## src/rtl/sitda_pkg.sv

```systemverilog
package sitda_pkg;

  localparam int VALUE_BITS_DEF = 32;

  localparam logic [7:0] CH_ZERO  = 8'h30;
  localparam logic [7:0] CH_NINE  = 8'h39;
  localparam logic [7:0] CH_MINUS = 8'h2D;

  typedef enum logic [2:0] {
    ST_IDLE,
    ST_CONV,
    ST_SKIP,
    ST_SIGN,
    ST_EMIT
  } state_t;

  // decimal digits needed for an unsigned word of the given width (1233/4096 ~ log10 2)
  function automatic int bcd_digits(input int bits);
    return ((bits * 1233) >> 12) + 1;
  endfunction

endpackage

```

## src/rtl/signed_int_to_decimal_ascii_core.sv

```systemverilog
// Flow: a bit-serial double-dabble loop converts the value, a digit scan suppresses leading zeros,
//   then a minus sign for a negative value and each digit are loaded into the output register.
// A new item is taken only in idle, after the last character of the previous item is loaded,
//   so conversion and digit scan work on one item at a time.
// One character per beat; the next item is taken while the last character waits.
// Reset: synchronous, active high; clears the FSM and the output valid flag.
module signed_int_to_decimal_ascii_core
  import sitda_pkg::*;
#(
  parameter int VALUE_BITS = VALUE_BITS_DEF
) (
  input  logic                                  clk,
  input  logic                                  rst,
  input  logic                                  s_tvalid,
  output logic                                  s_tready,
  input  logic [((VALUE_BITS + 7) / 8) * 8 - 1:0] s_tdata,  // [VALUE_BITS-1:0] value
  output logic                                  m_tvalid,
  input  logic                                  m_tready,
  output logic [7:0]                            m_tdata,  // [7:0] character
  output logic                                  m_tlast   // last
);

  localparam int NDIG      = bcd_digits(VALUE_BITS);
  localparam int BCD_W     = 4 * NDIG;
  localparam int BIT_CNT_W = $clog2(VALUE_BITS);
  localparam int DIG_CNT_W = $clog2(NDIG + 1);

  state_t                 state;
  state_t                 state_next;
  logic [VALUE_BITS-1:0]  mag;
  logic [BCD_W-1:0]       bcd;
  logic [BCD_W-1:0]       bcd_adj;
  logic                   neg;
  logic [BIT_CNT_W-1:0]   bit_cnt;
  logic [DIG_CNT_W-1:0]   dig_cnt;

  logic [VALUE_BITS-1:0]  value_in;
  logic [VALUE_BITS-1:0]  mag_in;
  logic [3:0]             top_dig;
  logic                   out_free;
  logic                   conv_done;
  logic                   dig_final;
  logic                   load_in;
  logic                   do_dabble;
  logic                   do_skip;
  logic                   load_sign;
  logic                   load_digit;

  assign value_in  = s_tdata[VALUE_BITS-1:0];
  assign mag_in    = value_in[VALUE_BITS-1] ?
                     (~value_in) + {{(VALUE_BITS-1){1'b0}}, 1'b1} : value_in;
  assign top_dig   = bcd[BCD_W-1 -: 4];
  assign out_free  = !m_tvalid || m_tready;
  assign conv_done = (bit_cnt == BIT_CNT_W'(VALUE_BITS - 1));
  assign dig_final = (dig_cnt == DIG_CNT_W'(1));

  // add-3 correction, each digit on its own
  always_comb begin
    for (int i = 0; i < NDIG; i++) begin
      if (bcd[4*i +: 4] >= 4'd5) begin
        bcd_adj[4*i +: 4] = bcd[4*i +: 4] + 4'd3;
      end else begin
        bcd_adj[4*i +: 4] = bcd[4*i +: 4];
      end
    end
  end

  always_comb begin
    state_next = state;
    case (state)
      ST_IDLE: begin
        if (s_tvalid) state_next = ST_CONV;
      end
      ST_CONV: begin
        if (conv_done) state_next = ST_SKIP;
      end
      ST_SKIP: begin
        if (top_dig != 4'd0 || dig_final) state_next = neg ? ST_SIGN : ST_EMIT;
      end
      ST_SIGN: begin
        if (out_free) state_next = ST_EMIT;
      end
      ST_EMIT: begin
        if (out_free && dig_final) state_next = ST_IDLE;
      end
      default: state_next = ST_IDLE;
    endcase
  end

  always_comb begin
    s_tready   = (state == ST_IDLE);
    load_in    = (state == ST_IDLE) && s_tvalid;
    do_dabble  = (state == ST_CONV);
    do_skip    = (state == ST_SKIP) && top_dig == 4'd0 && !dig_final;
    load_sign  = (state == ST_SIGN) && out_free;
    load_digit = (state == ST_EMIT) && out_free;
  end

  always_ff @(posedge clk) begin
    if (rst) begin
      state    <= ST_IDLE;
      m_tvalid <= 1'b0;
    end else begin
      state <= state_next;
      if (load_sign || load_digit) begin
        m_tvalid <= 1'b1;
      end else if (m_tready) begin
        m_tvalid <= 1'b0;
      end
    end
  end

  always_ff @(posedge clk) begin
    if (load_in) begin
      neg     <= value_in[VALUE_BITS-1];
      mag     <= mag_in;
      bcd     <= '0;
      bit_cnt <= '0;
      dig_cnt <= DIG_CNT_W'(NDIG);
    end
    if (do_dabble) begin
      {bcd, mag} <= {bcd_adj[BCD_W-2:0], mag, 1'b0};
      bit_cnt    <= bit_cnt + BIT_CNT_W'(1);
    end
    if (do_skip || load_digit) begin
      bcd     <= {bcd[BCD_W-5:0], 4'd0};
      dig_cnt <= dig_cnt - DIG_CNT_W'(1);
    end
    if (load_sign) begin
      m_tdata <= CH_MINUS;
      m_tlast <= 1'b0;
    end
    if (load_digit) begin
      m_tdata <= CH_ZERO + {4'd0, top_dig};
      m_tlast <= dig_final;
    end
  end

endmodule

```

## config.mk

```make
export PLATFORM = sky130hd
export DESIGN_NAME = signed_int_to_decimal_ascii_core
export DESIGN_NICKNAME = d
export VERILOG_FILES = /design/src/rtl/sitda_pkg.sv /design/src/rtl/signed_int_to_decimal_ascii_core.sv
export SDC_FILE = /design/constraint.sdc
export NUM_CORES = 1
export LEC_CHECK = 0
export BUFFER_PORTS_ARGS = -buffer_cell sky130_fd_sc_hd__buf_2
export CORE_MARGIN = 2
export CORE_UTILIZATION = 35
export CTS_CLUSTER_SIZE = 25
export DETAILED_ROUTE_END_ITERATION = 8
export HOLD_SLACK_MARGIN = 0.02
export PLACE_DENSITY = 0.58
export SYNTH_ARGS = -nofsm -noshare
export SYNTH_HDL_FRONTEND = slang
export SYNTH_SLANG_ARGS = --single-unit
```

## constraint.sdc

```tcl
create_clock -name clk -period 3.9 [get_ports clk]
set_input_delay 0 -clock clk [delete_from_list [all_inputs] [get_ports clk]]
set_output_delay 0 -clock clk [all_outputs]
set_load 0.02 [all_outputs]
```

==> metrics.yaml, run 1 <==
synthesis:
  synthFlopType: "edfxtp_1"
  synth_edf_count: 83
  syn_inst: 562
  ys_types: 53
  synth_area_per_cell_um2: 9.78
  yosysWarnings: 0
  async_flop_share_pct: 0
  ys_ff_latch: 92
  netlist_area_um2: 5500
  yosysSeqAreaShare_pct: 48.6
critical_path:
  reg2reg_from: "dig_cnt[1]"
  crit_slowest_cell: "nand4_1"
  cpLargestDelayFamily: "simple AND/OR/NAND/NOR gates"
  critical_path_depth: 6
  startpoint_type: "flop"
  cp.arrival_ns: 2.81
  cp-endpoint: "bcd[19]"
  path_max_fanout: 16
  critPathKind: "flop to flop"
  startpoint: "dig_cnt[1]"
  endpoint_kind: "flop"
  r2r_slack_ns: 1.19
  critPathMaxStageDelay_ns: 0.71
  cp.required_ns: 4.00
  crit_top_cell: "nand4_1"
  r2r-end: "bcd[19]"
  path_buf_inv: 2
  path_cells: "inv_1, ha_1, or3b_1, nand4_1, nand4_1, buf_4"
  worst_r2r_path_depth: 6
drt:
  drt-initial-drc-count: 214
  drc: 0
  vias: 4147
  drtPass1Iterations: 7
  wl_per_cell_um: 13.6
  avgViaCountPerCell: 5.08
  ant_nets: 0
  postRouteWirelength_mm: 11.1
clock_network:
  tritoncts.num_buffers: 9
  cts_num_sinks: 92
  ctsResizeCount: 0
  cts.reportedPaths.clkPinSlew_ns: 0.07
  root_buffer: "clkbuf_16"
  clockBufferDepth: 2
  cts_tree: "yes"
  clock_insertion_delay_worst_skew_ns: 0.35
  h-tree-depth: 3
  cts_setup_buffers: 0
pwr:
  leakagePower_nw: 2.24
  swShare_pct: 29.8
  ir_drop_mv: 0.224
  p_seq_share_pct: 50.3
  power.density_nw_per_um2: 435
  internal_power_mw: 1.90
  p_sw_mw: 0.805
  power_mw: 2.70
  clkPwrFrac_pct: 29.9
  p_comb_share_pct: 19.8
run_status:
  status: "complete, no violations"
worst_hold_path:
  hold_start: "m_tready"
  hp-class: "primary input to flop"
grt:
  grt_pass1_wl_mm: 19.0
  grt_pass1_vias: 4070
  antenna_found_initial: 0
  grtUsageTotal_pct: 14.1
  grt_max_degree: 44
  gr-total-overflow: 0
layout:
  area_growth_pct: 12.9
  design_area_um2: 6210
  multi_input_area_um2: 2600
  drive_gt1_share_pct: 13.1
  fill_cells: 1497
  most-common-layout-cells: "83 x edfxtp_1, 80 x nand2_1, 50 x o21ai_1"
  regArea_um2: 2670
  fin_nets: 662
  final_common_cell: "edfxtp_1"
  antenna_cells: 0
sta:
  finalSetupTns_ns: 0
  tightestPinTransition_ns: 0.852
  fmax_ghz: 0.369
  rsz0062_at_grt: "false"
  setup_violations: 0
  hold_viol_final: 0
  clock-skew-final_ns: 0.0102
  slew_headroom_pct: 43.0
  min_period_over_period_pct: 69.5
  slew_viol_final: 0
  worst_slack_ns: 1.19
  finalCriticalPeriod_ns: 2.71
placement:
  dp_hpwl_mm: 7.66
  placed_cell_area_um2: 5920
  place_congestion: 0.803
  dp_slack_ns: 1.13
  port_buffers: 43
die:
  die_w_um: 129
  design.die.area_um2: 16700
  num_io_pins: 47
  start_util_pct: 36.0
  core_um2: 15300
  core.rowCount: 45
  die_h_um: 129
flow_run:
  cap_violations: 0
## tightest hold or removal path, stage by stage
cell and delay (ns):
buf_2 0.08, nand2b_1 0.17, a21oi_1 0.08
## metrics by stage
| step | std cells | utilization [%] | hold WS [ns] |
|---|---|---|---|
| after global placement | 798 | 38.8 | 0.243 |
| after CTS | 816 | 40.7 | 0.0203 |
| final | 816 | 40.7 | 0.0343 |
| after detailed placement | 798 | 38.8 | 0.254 |
| after floorplan | 563 | - | 0.0691 |
| after global routing | 816 | 40.7 | 0.0383 |
## synthesized netlist by cell type, types with 6 or more instances
cell type  count  area [µm²]
edfxtp_1      83        2490
o41ai_1        6        52.6
o31ai_1       12        90.1
xnor2_1       15         131
o21ai_0       32         160
nand2b_1      12        75.1
dfxtp_1        9         180
nand4_1        8        50.1
xor2_1        25         219
nor3b_1       20         150
inv_1         30         113
nor2_1        23        86.3
o21ai_1       50         250
a21oi_1       44         220
nand2_1       80         300
ha_1          26         325
clkbuf_1      17        63.8
## power groups by stage
stage	logic (mW)	registers [mW]	clock network, mW
5_1_grt	0.612	1.38	0.868
3_5_place_dp	0.538	1.38	0
2_1_floorplan	0.409	1.35	0
6_report	0.535	1.36	0.807
4_1_cts	0.542	1.36	0.825
3_3_place_gp	0.517	1.37	0
## flip-flops by register name, indices dropped and copies added (netlist names)
signal    flops
m_tdata       5
state         3
m_tlast       1
bcd          40
dig_cnt       4
mag          32
bit_cnt       5
m_tvalid      1
neg           1
## kinds of logic after synthesis
kind of cell,count (synthesis),share of synthesized area [%]
buf+inv,57,4.23
flops,92,48.6
simple gates,183,17.6
xor+xnor,40,6.37
mux,2,0.364
compound gates,160,16.8
fa+ha+maj,26,5.92
other cells,2,0.137
## repair_timing
action,CTS,global route
hold buffers,2,0
hold endpoints to repair,5,0
setup endpoints to repair,0,0
## final cells by class
| class | count | area share, % |
|---|---|---|
| inverters | 32 | 1.93 |
| repair buffers | 51 | 4.51 |
| well taps | 211 | 4.25 |
| clock buffers | 9 | 3.63 |
| flip-flops and latches | 92 | 43.0 |
| clock inverters | 7 | 0.705 |
| multi-input cells | 414 | 41.9 |
## routing by layer
metal	GRT usage, %	wire (µm)
met5	0	0
met1	18.3	5260
met3	3.72	485
met4	4.41	133
met2	23.3	5200
## how the worst min path moves through the flow
stage                to  slack, ns  cells past startpoint
2_1_floorplan  m_tvalid       0.07                      1
6_report       m_tvalid       0.03                      3
5_1_grt        m_tvalid       0.04                      3
3_5_place_dp   m_tvalid       0.25                      2
4_1_cts        m_tvalid       0.02                      3
3_3_place_gp   m_tvalid       0.24                      2
Note: power is estimated with default switching activity, not from simulation.
==> run 2: changes to the inputs <==
- ABC_AREA: default -> 1
- PLACE_DENSITY: 0.58 -> 0.57
- clock period: 3.9 -> 2.8 ns (I/O delays scaled with it)
==> metrics.yaml, run 2 <==
sta:
  tightestPinTransition_ns: 0.527
  min_period_over_period_pct: 71.5
  finalCriticalPeriod_ns: 2.00
  fmax_ghz: 0.499
  rsz0062_at_grt: "false"
  finalSetupTns_ns: 0
  whs_ns: 0.0530
  hold_viol_final: 0
  setup_violations: 0
  slew_viol_final: 0
  clock-skew-final_ns: 0.00947
  slew_headroom_pct: 64.9
critical_path:
  path_max_fanout: 29
  cpLargestDelayFamily: "buffers and inverters"
  endpoint_kind: "flop"
  cp.arrival_ns: 2.09
  critPathMaxStageDelay_ns: 0.36
  startpoint_type: "flop"
  critPathKind: "flop to flop"
  path_cells: "inv_1, ha_1, nand3_1, nor3_2, nand2_2, nand2_4, inv_4, buf_4, o32ai_2"
  cp.required_ns: 2.89
  path_buf_inv: 3
  crit_slowest_cell: "inv_4"
clock_network:
  cts.reportedPaths.clkPinSlew_ns: 0.06
  root_buffer: "clkbuf_16"
  h-tree-depth: 3
  cts_tree: "yes"
  cts_num_sinks: 92
  tritoncts.num_buffers: 9
  clock_insertion_delay_worst_skew_ns: 0.35
  cts_hold_buf: 7
  cts_setup_buffers: 0
  ctsResizeCount: 0
  clockBufferDepth: 2
grt:
  grtUsageTotal_pct: 14.5
  gr-total-overflow: 0
  grt_pass1_vias: 4509
  grt_pass1_wl_mm: 21.4
  grt_max_degree: 45
  antenna_found_initial: 0
pwr:
  internal_power_mw: 4.22
  p_comb_share_pct: 45.7
  power.density_nw_per_um2: 1090
  swShare_pct: 42.8
  ir_drop_mv: 0.422
  p_seq_share_pct: 39.0
  clkPwrFrac_pct: 15.3
  p_sw_mw: 3.17
  leakagePower_nw: 2.84
synthesis:
  synth_top_family_by_area: "simple AND/OR/NAND/NOR gates"
  synthXorXnorAreaFrac_pct: 1.87
  synthMuxAreaShare_pct: 0
  synth_top_cell_area_share_pct: 41.0
  synthFlopType: "edfxtp_1"
  synthTopCellsByCount: "159 x nand2_1, 92 x inv_1, 83 x edfxtp_1"
  netlist_area_um2: 6080
  synth_area_leader_cell: "edfxtp_1"
  synth.area.top_cells: "edfxtp_1 41%, nand2_1 9.8%, inv_1 5.7%"
  ys_ff_latch: 92
  synth_adder_area_share_pct: 5.35
  syn_inst: 710
  synth_area_per_cell_um2: 8.56
  ys_types: 42
  yosysSeqAreaShare_pct: 44.0
  synthSimpleGateAreaFrac_pct: 24.0
  synth.most_common_cell: "nand2_1"
  async_flop_share_pct: 0
  yosysWarnings: 0
  synth_edf_count: 83
  synth_compound_area_share_pct: 15.8
layout:
  drive_gt1_share_pct: 17.5
  reg_top3: "bcd (40), mag (32)"
  final_common_cell: "nand2_1"
  most-common-layout-cells: "159 x nand2_1, 92 x inv_1, 83 x edfxtp_1"
  max_flop_register: "bcd"
  antenna_cells: 0
  largest_register_ffs: 40
  fin_nets: 817
  fin_util_pct: 39.7
  area_growth_pct: 11.7
placement:
  place_congestion: 0.849
  port_buffers: 43
  dp_hpwl_mm: 8.75
die:
  core_um2: 17100
  design.die.area_um2: 18400
  num_io_pins: 47
  start_util_pct: 35.5
  core.rowCount: 48
  die_w_um: 136
  die_h_um: 136
drt:
  vias: 4694
  drt-initial-drc-count: 308
  drtPass1Iterations: 4
  drc: 0
  wl_per_cell_um: 12.6
  avgViaCountPerCell: 4.77
  postRouteWirelength_mm: 12.5
  ant_nets: 0
worst_hold_path:
  hp-class: "primary input to flop"
run_status:
  status: "complete, no violations"
flow_run:
  cap_violations: 0
[run 2: final cells by class]
cell class | count | area, µm²
fillers | 1744 | 10300
clock buffers | 10 | 229
inverters | 100 | 378
clock inverters | 6 | 40.0
flip-flops and latches | 92 | 2670
well taps | 225 | 282
repair buffers | 55 | 323
multi-input cells | 497 | 2870
[run 2: cells by family after synthesis]
kind of cell,Yosys count
AOI/OAI and AO/OA,127
xor gates and xnor gates,13
adders and majority gates,26
buffers and inverters,122
DFF,92
other,2
and+or+nand+nor,328
[run 2: metal layers]
metal | vias up | track usage, % | routed length, µm
met1 | 2136 | 19.2 | 6180
met5 | - | 0 | 0
met4 | 0 | 5.21 | 183
met2 | 81 | 23.5 | 5580
met3 | 12 | 3.18 | 514
li1 | 2465 | - | -
[run 2: power by group through the flow]
stage | Combinational [mW] | Sequential [mW] | Clock (mW)
2_1_floorplan | 2.79 | 2.83 | 0
3_3_place_gp | 3.40 | 2.90 | 0
3_5_place_dp | 3.41 | 2.91 | 0
4_1_cts | 3.43 | 2.89 | 1.17
5_1_grt | 3.87 | 2.98 | 1.22
6_report | 3.38 | 2.88 | 1.13
[run 2: worst paths after layout]
check,from,end,slack (ns),cells past startpoint
worst max-delay path,bcd[36],bcd[13],0.80,9
worst min-delay path,s_tdata[29],mag[29],0.05,4
worst min register to register,mag[31],bcd[0],0.45,2
worst max register to register,bcd[36],bcd[13],0.80,9
[run 2: per-stage QoR]
stage / cell area, µm² / setup WS [ns] / cells / total power [mW]
after floorplan: 6080 / 0.883 / 711 / 5.62
after global placement: 6450 / 0.797 / 962 / 6.31
after detailed placement: 6450 / 0.780 / 962 / 6.31
after CTS: 6790 / 0.779 / 985 / 7.49
after global routing: 6790 / 0.647 / 985 / 8.07
final: 6790 / 0.798 / 985 / 7.39
[run 2: tightest hold or removal path, cell delays in order]
cell,delay (ns)
buf_2,0.11
nand2_1,0.06
nand3_1,0.07
nand2_1,0.06
